## src/sv/cmfs_pkg.sv

```systemverilog
`timescale 1ns / 1ps

package cmfs_pkg;

  // Direction components are signed Q1.(IN_BITS-1)
  localparam int IN_BITS      = 16;
  // Coordinate scale: 2^UV_FRAC_BITS is 1.0
  localparam int UV_FRAC_BITS = 16;

  localparam int MAG_W  = IN_BITS;          // magnitude, holds 2^(IN_BITS-1)
  localparam int NUM_W  = IN_BITS + 1;      // s + m, range 0..2m
  localparam int UV_W   = UV_FRAC_BITS + 1; // quotient, range 0..2^UV_FRAC_BITS
  localparam int FACE_W = 3;

  // Front stages (input, compare, select) followed by one stage per quotient bit
  localparam int FRONT_STAGES = 3;
  localparam int NSTG         = FRONT_STAGES + UV_W;

  localparam logic [UV_W-1:0] UV_ONE = {1'b1, {UV_FRAC_BITS{1'b0}}};

  typedef enum logic [FACE_W-1:0] {
    FACE_NEG_X = 3'd0,
    FACE_POS_X = 3'd1,
    FACE_NEG_Y = 3'd2,
    FACE_POS_Y = 3'd3,
    FACE_NEG_Z = 3'd4,
    FACE_POS_Z = 3'd5
  } face_t;

  // One word in flight through the divider pipeline; u and v share the divisor
  typedef struct packed {
    face_t            face;
    logic             zero;
    logic [MAG_W-1:0] m;
    logic [MAG_W-1:0] ru;
    logic [MAG_W-1:0] rv;
    logic [UV_W-1:0]  qu;
    logic [UV_W-1:0]  qv;
    logic [1:0]       nu;   // dividend bits still to shift in, MSB first
    logic [1:0]       nv;
  } div_t;

endpackage

```

## src/sv/cmfs_div_step.sv

```systemverilog
`timescale 1ns / 1ps

// One restoring division step for both coordinates: shift in a dividend bit,
// compare against the divisor, subtract on success, append the quotient bit.
module cmfs_div_step (
  input  cmfs_pkg::div_t div_i,
  output cmfs_pkg::div_t div_o
);

  logic [cmfs_pkg::MAG_W:0] trial_u;
  logic [cmfs_pkg::MAG_W:0] trial_v;
  logic [cmfs_pkg::MAG_W:0] diff_u;
  logic [cmfs_pkg::MAG_W:0] diff_v;
  logic                     ge_u;
  logic                     ge_v;

  always_comb begin
    trial_u = {div_i.ru, div_i.nu[1]};
    trial_v = {div_i.rv, div_i.nv[1]};
    diff_u  = trial_u - {1'b0, div_i.m};
    diff_v  = trial_v - {1'b0, div_i.m};
    ge_u    = trial_u >= {1'b0, div_i.m};
    ge_v    = trial_v >= {1'b0, div_i.m};

    div_o    = div_i;
    div_o.ru = ge_u ? diff_u[cmfs_pkg::MAG_W-1:0] : trial_u[cmfs_pkg::MAG_W-1:0];
    div_o.rv = ge_v ? diff_v[cmfs_pkg::MAG_W-1:0] : trial_v[cmfs_pkg::MAG_W-1:0];
    div_o.qu = {div_i.qu[cmfs_pkg::UV_W-2:0], ge_u};
    div_o.qv = {div_i.qv[cmfs_pkg::UV_W-2:0], ge_v};
    div_o.nu = {div_i.nu[0], 1'b0};
    div_o.nv = {div_i.nv[0], 1'b0};
  end

endmodule

```

## src/sv/cube_map_face_select.sv

```systemverilog
`timescale 1ns / 1ps

// Cube map face selection.
// Input channel: in_valid / in_stall carry one direction word (in_dir_x,
// in_dir_y, in_dir_z, signed Q1.15). Output channel: out_valid / out_stall
// carry the face (0 -x, 1 +x, 2 -y, 3 +y, 4 -z, 5 +z), the tile coordinates
// out_coord_u and out_coord_v (65536 = 1.0, v already flipped) and the
// out_zero_dir flag for an all-zero direction (face 5, coordinates 0).
// A word is taken at an edge where valid is high and stall is low.
// Throughput: one word per cycle while out_stall is low. From input accept to
// output valid a word passes the input register, major-axis compare, source
// select, then 17 restoring division steps, one quotient bit per stage, and
// the output register.
// Each stage moves whenever the stage after it is empty or moving, so bubbles
// close up and the input keeps flowing while a finished word waits at the
// output. With out_stall held, the pipeline fills and in_stall rises once all
// stages hold a word; nothing is dropped or repeated.
// Reset (rst_n low, synchronous) empties the pipeline; there is no
// configuration and no other state.
module cube_map_face_select (
  input  logic                            clk,
  input  logic                            rst_n,
  input  logic                            in_valid,
  output logic                            in_stall,
  input  logic signed [cmfs_pkg::IN_BITS-1:0] in_dir_x,
  input  logic signed [cmfs_pkg::IN_BITS-1:0] in_dir_y,
  input  logic signed [cmfs_pkg::IN_BITS-1:0] in_dir_z,
  output logic                            out_valid,
  input  logic                            out_stall,
  output logic [cmfs_pkg::FACE_W-1:0]     out_face,
  output logic [cmfs_pkg::UV_W-1:0]       out_coord_u,
  output logic [cmfs_pkg::UV_W-1:0]       out_coord_v,
  output logic                            out_zero_dir
);

  localparam int NSTG = cmfs_pkg::NSTG;
  localparam int UV_W = cmfs_pkg::UV_W;
  localparam int FS   = cmfs_pkg::FRONT_STAGES;

  // Pipeline control: one valid bit per stage, advance when the next one frees
  logic [NSTG-1:0] vld_r;
  logic [NSTG-1:0] vld_nxt;
  logic [NSTG:0]   adv;
  logic            out_valid_r;

  assign adv[NSTG] = !out_valid_r || !out_stall;
  genvar g;
  generate
    for (g = 0; g < NSTG; g++) begin : g_adv
      assign adv[g] = !vld_r[g] || adv[g+1];
    end
  endgenerate

  assign vld_nxt  = {vld_r[NSTG-2:0], in_valid};
  assign in_stall = !adv[0];

  always_ff @(posedge clk) begin
    if (!rst_n) begin
      vld_r       <= '0;
      out_valid_r <= 1'b0;
    end else begin
      for (int i = 0; i < NSTG; i++) begin
        if (adv[i]) vld_r[i] <= vld_nxt[i];
      end
      if (adv[NSTG]) out_valid_r <= vld_r[NSTG-1];
    end
  end

  // ---------------------------------------------------------------------------
  // Stage 0: register the input word
  // ---------------------------------------------------------------------------
  logic [cmfs_pkg::IN_BITS-1:0] s0_x_r, s0_y_r, s0_z_r;

  always_ff @(posedge clk) begin
    if (adv[0]) begin
      s0_x_r <= in_dir_x;
      s0_y_r <= in_dir_y;
      s0_z_r <= in_dir_z;
    end
  end

  // ---------------------------------------------------------------------------
  // Stage 1: magnitudes and major axis. Test faces in order -x, +x, -y, +y,
  // -z, +z; a zero component counts as negative. Zero vector forces +z.
  // ---------------------------------------------------------------------------
  localparam int MSB = cmfs_pkg::IN_BITS - 1;

  logic [cmfs_pkg::MAG_W-1:0] ax, ay, az;
  logic                       xmax, ymax, zmax;
  logic                       xpos, ypos, zpos;
  logic                       zero_nxt;
  cmfs_pkg::face_t            face_nxt;

  always_comb begin
    ax   = s0_x_r[MSB] ? (-s0_x_r) : s0_x_r;
    ay   = s0_y_r[MSB] ? (-s0_y_r) : s0_y_r;
    az   = s0_z_r[MSB] ? (-s0_z_r) : s0_z_r;
    xmax = (ax >= ay) && (ax >= az);
    ymax = (ay >= ax) && (ay >= az);
    zmax = (az >= ax) && (az >= ay);
    xpos = !s0_x_r[MSB] && (s0_x_r != '0);
    ypos = !s0_y_r[MSB] && (s0_y_r != '0);
    zpos = !s0_z_r[MSB] && (s0_z_r != '0);
    zero_nxt = (s0_x_r == '0) && (s0_y_r == '0) && (s0_z_r == '0);

    if (zero_nxt)            face_nxt = cmfs_pkg::FACE_POS_Z;
    else if (!xpos && xmax)  face_nxt = cmfs_pkg::FACE_NEG_X;
    else if (xpos && xmax)   face_nxt = cmfs_pkg::FACE_POS_X;
    else if (!ypos && ymax)  face_nxt = cmfs_pkg::FACE_NEG_Y;
    else if (ypos && ymax)   face_nxt = cmfs_pkg::FACE_POS_Y;
    else if (!zpos && zmax)  face_nxt = cmfs_pkg::FACE_NEG_Z;
    else                     face_nxt = cmfs_pkg::FACE_POS_Z;
  end

  logic [cmfs_pkg::IN_BITS-1:0] s1_x_r, s1_y_r, s1_z_r;
  logic [cmfs_pkg::MAG_W-1:0]   s1_ax_r, s1_ay_r, s1_az_r;
  cmfs_pkg::face_t              s1_face_r;
  logic                         s1_zero_r;

  always_ff @(posedge clk) begin
    if (adv[1]) begin
      s1_x_r    <= s0_x_r;
      s1_y_r    <= s0_y_r;
      s1_z_r    <= s0_z_r;
      s1_ax_r   <= ax;
      s1_ay_r   <= ay;
      s1_az_r   <= az;
      s1_face_r <= face_nxt;
      s1_zero_r <= zero_nxt;
    end
  end

  // ---------------------------------------------------------------------------
  // Stage 2: pick divisor and sources, form dividends s + m (0..2m).
  // The quotient has UV_W bits, so the starting remainder is num >> 2 and the
  // two low dividend bits shift in first, then zeros.
  // ---------------------------------------------------------------------------
  localparam int NUM_W = cmfs_pkg::NUM_W;

  logic [NUM_W-1:0]           ex, ey, ez;
  logic [NUM_W-1:0]           su, sv, num_u, num_v;
  logic [cmfs_pkg::MAG_W-1:0] m_sel;
  cmfs_pkg::div_t             div_init;

  always_comb begin
    ex = {s1_x_r[MSB], s1_x_r};
    ey = {s1_y_r[MSB], s1_y_r};
    ez = {s1_z_r[MSB], s1_z_r};

    unique case (s1_face_r)
      cmfs_pkg::FACE_NEG_X: begin m_sel = s1_ax_r; su = ez;            sv = ey;            end
      cmfs_pkg::FACE_POS_X: begin m_sel = s1_ax_r; su = -ez;           sv = ey;            end
      cmfs_pkg::FACE_NEG_Y: begin m_sel = s1_ay_r; su = ex;            sv = ez;            end
      cmfs_pkg::FACE_POS_Y: begin m_sel = s1_ay_r; su = ex;            sv = -ez;           end
      cmfs_pkg::FACE_NEG_Z: begin m_sel = s1_az_r; su = -ex;           sv = ey;            end
      default:              begin m_sel = s1_az_r; su = ex;            sv = ey;            end
    endcase

    num_u = su + {1'b0, m_sel};
    num_v = sv + {1'b0, m_sel};

    // Zero vector: divide 0 by 1 so both quotients come out zero
    if (s1_zero_r) begin
      m_sel = {{(cmfs_pkg::MAG_W-1){1'b0}}, 1'b1};
      num_u = '0;
      num_v = '0;
    end

    div_init.face = s1_face_r;
    div_init.zero = s1_zero_r;
    div_init.m    = m_sel;
    div_init.ru   = {1'b0, num_u[NUM_W-1:2]};
    div_init.rv   = {1'b0, num_v[NUM_W-1:2]};
    div_init.qu   = '0;
    div_init.qv   = '0;
    div_init.nu   = num_u[1:0];
    div_init.nv   = num_v[1:0];
  end

  cmfs_pkg::div_t s2_div_r;

  always_ff @(posedge clk) begin
    if (adv[2]) s2_div_r <= div_init;
  end

  // ---------------------------------------------------------------------------
  // Division pipeline: one quotient bit per stage for u and v
  // ---------------------------------------------------------------------------
  cmfs_pkg::div_t div_r   [UV_W];
  cmfs_pkg::div_t div_nxt [UV_W];

  generate
    for (g = 0; g < UV_W; g++) begin : g_div
      if (g == 0) begin : g_first
        cmfs_div_step u_step (.div_i(s2_div_r), .div_o(div_nxt[g]));
      end else begin : g_rest
        cmfs_div_step u_step (.div_i(div_r[g-1]), .div_o(div_nxt[g]));
      end

      always_ff @(posedge clk) begin
        if (adv[FS+g]) div_r[g] <= div_nxt[g];
      end
    end
  endgenerate

  // ---------------------------------------------------------------------------
  // Output register: flip v, hold while stalled
  // ---------------------------------------------------------------------------
  logic [cmfs_pkg::FACE_W-1:0] out_face_r;
  logic [UV_W-1:0]             out_u_r, out_v_r, v_nxt;
  logic                        out_zero_r;

  assign v_nxt = div_r[UV_W-1].zero ? '0 : (cmfs_pkg::UV_ONE - div_r[UV_W-1].qv);

  always_ff @(posedge clk) begin
    if (adv[NSTG]) begin
      out_face_r <= div_r[UV_W-1].face;
      out_u_r    <= div_r[UV_W-1].qu;
      out_v_r    <= v_nxt;
      out_zero_r <= div_r[UV_W-1].zero;
    end
  end

  assign out_valid    = out_valid_r;
  assign out_face     = out_face_r;
  assign out_coord_u  = out_u_r;
  assign out_coord_v  = out_v_r;
  assign out_zero_dir = out_zero_r;

  // ---------------------------------------------------------------------------
  // Assertions
  // ---------------------------------------------------------------------------
  a_zero_result: assert property (@(posedge clk) disable iff (!rst_n)
    out_valid_r && out_zero_r |->
      out_face_r == cmfs_pkg::FACE_POS_Z && out_u_r == '0 && out_v_r == '0)
    else $error("zero direction word has wrong face or coordinates");

  a_coord_range: assert property (@(posedge clk) disable iff (!rst_n)
    out_valid_r |-> out_u_r <= cmfs_pkg::UV_ONE && out_v_r <= cmfs_pkg::UV_ONE)
    else $error("coordinate above full scale");

  a_rem_bound: assert property (@(posedge clk) disable iff (!rst_n)
    vld_r[NSTG-1] |->
      div_r[UV_W-1].ru < div_r[UV_W-1].m && div_r[UV_W-1].rv < div_r[UV_W-1].m)
    else $error("division remainder not below divisor");

  a_stall_full: assert property (@(posedge clk) disable iff (!rst_n)
    in_stall |-> (&vld_r) && out_valid_r && out_stall)
    else $error("input stalled while the pipeline has room");

  a_stall_hold: assert property (@(posedge clk) disable iff (!rst_n)
    out_valid_r && out_stall && vld_r[NSTG-1] |=> vld_r[NSTG-1] && out_valid_r)
    else $error("word lost in last stage during output stall");

endmodule
```

## config.mk

```make
export PLATFORM = sky130hd
export DESIGN_NAME = cube_map_face_select
export DESIGN_NICKNAME = d
export VERILOG_FILES = /design/src/sv/cmfs_pkg.sv /design/src/sv/cmfs_div_step.sv /design/src/sv/cube_map_face_select.sv
export SDC_FILE = /design/constraint.sdc
export NUM_CORES = 2
export LEC_CHECK = 0
export ABC_AREA = 0
export BUFFER_PORTS_ARGS = -buffer_cell sky130_fd_sc_hd__buf_2
export CAP_MARGIN = 15
export CORE_ASPECT_RATIO = 2
export CORE_MARGIN = 2
export CORE_UTILIZATION = 45
export DETAILED_ROUTE_END_ITERATION = 6
export SYNTH_ARGS = -nofsm -noshare
export SYNTH_HDL_FRONTEND = slang
export SYNTH_SLANG_ARGS = --single-unit
```

## constraint.sdc

```tcl
create_clock -name clk -period 18.2 [get_ports clk]
set_clock_uncertainty 0.15 [all_clocks]
set_input_delay 1.82 -clock clk [delete_from_list [all_inputs] [get_ports clk]]
set_output_delay 1.82 -clock clk [all_outputs]
set_load 0.005 [all_outputs]
```

==> flow_metrics.tcl <==
set metrics [dict create \
    drtIter0Drc 2821 \
    postCtsHoldBufs 0 \
    worst-setup-path-type "in2out" \
    clk_latency_ns 0.82 \
    dp_hpwl_mm 195 \
    core_area_mm2 0.173 \
    cts_resized 0 \
    worst_ep_arrival_time_ns 4.98 \
    max_cap_viol_count 0 \
    cts_tree "yes" \
    ys_ff_latch 1402 \
    htreeDepth 4 \
    grt_pass1_wl_mm 348 \
    worstPathRequired_ns 16.23 \
    vias 53856 \
    fill_cells 15224 \
    fin_setup_tns_ns 0 \
    start_util_pct 45.3 \
    wirelength_mm 239 \
    drive_above_1_share_pct 9.66 \
    synth_cell_types 86 \
    fmax_mhz 144 \
    crit_fanout 39 \
    synthToLayoutAreaGrowth_pct 10.3 \
    root_buffer "clkbuf_16" \
    postRouteAntennaNets 0 \
    synth.net_count 7428 \
    clk_path_buf_depth 4 \
    clkSlewWorstSetupHoldPaths_ns 0.07 \
    worstHoldPathType "reg2reg" \
    synth_edf_count 1381 \
    gr-total-overflow 0 \
    port_buffers 91 \
    dieArea_mm2 0.177 \
    slew_violations 0 \
    yosys_warnings 0 \
    grt_pass1_vias 56721 \
    remaining_drc_errors 5 \
    ys_async_sr_fraction_pct 0 \
    cts_setup_buffers 0 \
    rsz0062_at_grt "no" \
    start_kind "input pin" \
    dr.pass1.iters 7 \
    reg2reg_slack_ns 12.73 \
    gp_congestion 1.06 \
    grt_usage_pct 26.9 \
    violations "DRC" \
    rows 216 \
    fp.dieW_um 299 \
    fin_nets 7598 \
    avgRoutedWirePerCell_um 25.8 \
    relSlewSlack_pct 15.8 \
    end_kind "primary output" \
    cts.sinks 1402 \
    synth_ff_type "edfxtp_1" \
    post-route-period-util_pct 38.2 \
    worst_pin_slew_ns 1.25 \
    synth_area_mm2 0.0782 \
    grt_max_degree 74 \
    hold_viol 0 \
    avgSynthCellArea_um2 11.6 \
    viasPerCell 5.81 \
    io-pin-count 92 \
    status "finished, violations left" \
    setup_viol 0 \
    period_minus_slack_ns 6.95 \
    ys_seq_area_share_pct 53.6 \
    tritoncts.num_buffers 142 \
    fp.dieH_um 593 \
    antenna_found_initial 3 \
    syn_inst 6714 \
]
[stage by stage]
stage	worst slack (ns)	utilization (%)	std cells	cell area (um2)	hold WS [ns]
global placement	11.16	47.2	9025	81600	0.250
global route	10.86	49.9	9276	86200	0.248
CTS	11.18	49.9	9272	86200	0.238
floorplan	10.23	-	6714	78200	0.250
finish	11.25	49.9	9276	86200	0.239
detailed placement	11.20	47.2	9027	81600	0.255
[layout by cell type (no fill, tap or decap), types with 40 or more instances in the layout]
cell,count
a211oi_1,78
a21o_1,111
a21oi_1,492
buf_2,92
buf_4,55
clkbuf_16,146
edfxtp_1,1381
ha_1,628
inv_1,476
mux2_2,192
mux2i_1,40
nand2_1,333
nand2b_1,92
nand3_1,106
nand4_1,96
nor2_1,523
nor2b_1,123
nor3_1,171
o211ai_1,50
o21a_1,120
o21ai_0,377
o21bai_1,48
o31a_1,56
o31ai_1,43
or2_2,40
or3_1,46
xnor2_1,251
xor2_1,154
[registers in the layout, summed over array words and instances, names as in the netlist, 3 cells and up]
| name | flops |
|---|---|
| s1_face_r | 3 |
| s1_y_r | 16 |
| vld_r | 20 |
| out_coord_u | 17 |
| s0_x_r | 16 |
| s1_z_r | 16 |
| out_face | 3 |
| s1_ay_r | 15 |
| s0_z_r | 16 |
| s2_div_r | 54 |
| s0_y_r | 16 |
| s1_x_r | 16 |
| s1_ax_r | 15 |
| div_r | 1144 |
| out_coord_v | 17 |
| s1_az_r | 15 |
[worst max-delay path: stages]
cell and delay (ns):
buf_2 0.11, nand2_2 0.47, nor2_1 0.45, and2_1 0.23
clkinv_2 0.38, nor3_1 0.67, and3_1 0.41, and3_1 0.29
buf_2 0.14
[metal layers]
layer  up-vias  track usage (%)  part of all wire (%)
met2      1425             56.6                    59
met1     25988             17.8                    25
met5         -                0                     0
met4         0             29.6                    13
li1      25494                -                     -
met3       949             3.35                   2.8
[cell usage after synthesis (19+ instances only)]
cell type     n  share of area, %
o21ai_0     377               2.4
o211ai_1     50              0.48
a211o_1      19              0.21
nor3b_1      25              0.24
o21bai_1     48              0.46
clkbuf_1     93              0.45
a31oi_1      34              0.27
nand4_1      96              0.77
a21oi_1     492               3.2
nand2b_1     92              0.74
inv_1       484               2.3
o21a_1      120               1.2
nor2_1      523               2.5
xnor2_1     251               2.8
a21boi_0     31              0.30
nor3_1      172               1.1
mux2i_1      40              0.51
a211oi_1     78              0.75
o41ai_1      21              0.24
a21o_1      111               1.1
dfxtp_1      21              0.54
fa_1         34              0.87
edfxtp_1   1381                53
o31a_1       56              0.63
nor2b_1     123              0.98
nor4_1       36              0.29
xor2_1      154               1.7
or2_2        40              0.32
mux2_2      192               2.8
or3_1        46              0.37
and3_1       30              0.24
o31ai_1      48              0.46
ha_1        628                10
and2_1       35              0.28
o22ai_1      35              0.28
nand3_1     110              0.70
nand2_1     340               1.6
[path summary, 6_finish.rpt]
path	from	endpoint	cells after the start
max	out_stall	in_stall	9
max reg2reg	s1_face_r[1]	s2_div_r[51]	12
min reg2reg	div_r[0][1167]	div_r[0][1256]	0
min	div_r[0][1167]	div_r[0][1256]	0
[logic make-up after synthesis]
| logic type | count (synthesis) | synth area share, % |
|---|---|---|
| buf+inv | 607 | 2.97 |
| xor+xnor | 405 | 4.54 |
| flops | 1402 | 53.6 |
| compound gates | 1671 | 13.7 |
| fa+ha+maj | 662 | 10.9 |
| simple gates | 1721 | 10.8 |
| mux | 246 | 3.55 |
[final cells by class]
cell class                      instances  area, um2  area share, %
Inverter                              484       1820           2.11
Clock buffer                          161       3710           4.30
Tap cell                             2289       2860           3.32
Sequential cell                      1402      41900           48.6
Antenna cell                            2       5.00        0.00580
Timing Repair Buffer                  149        908           1.05
Clock inverter                         84        913           1.06
Multi-Input combinational cell       4705      34100           39.6
Power is not shown: default switching activity piles up to over one toggle a cycle in this logic, so the estimate is an artifact.
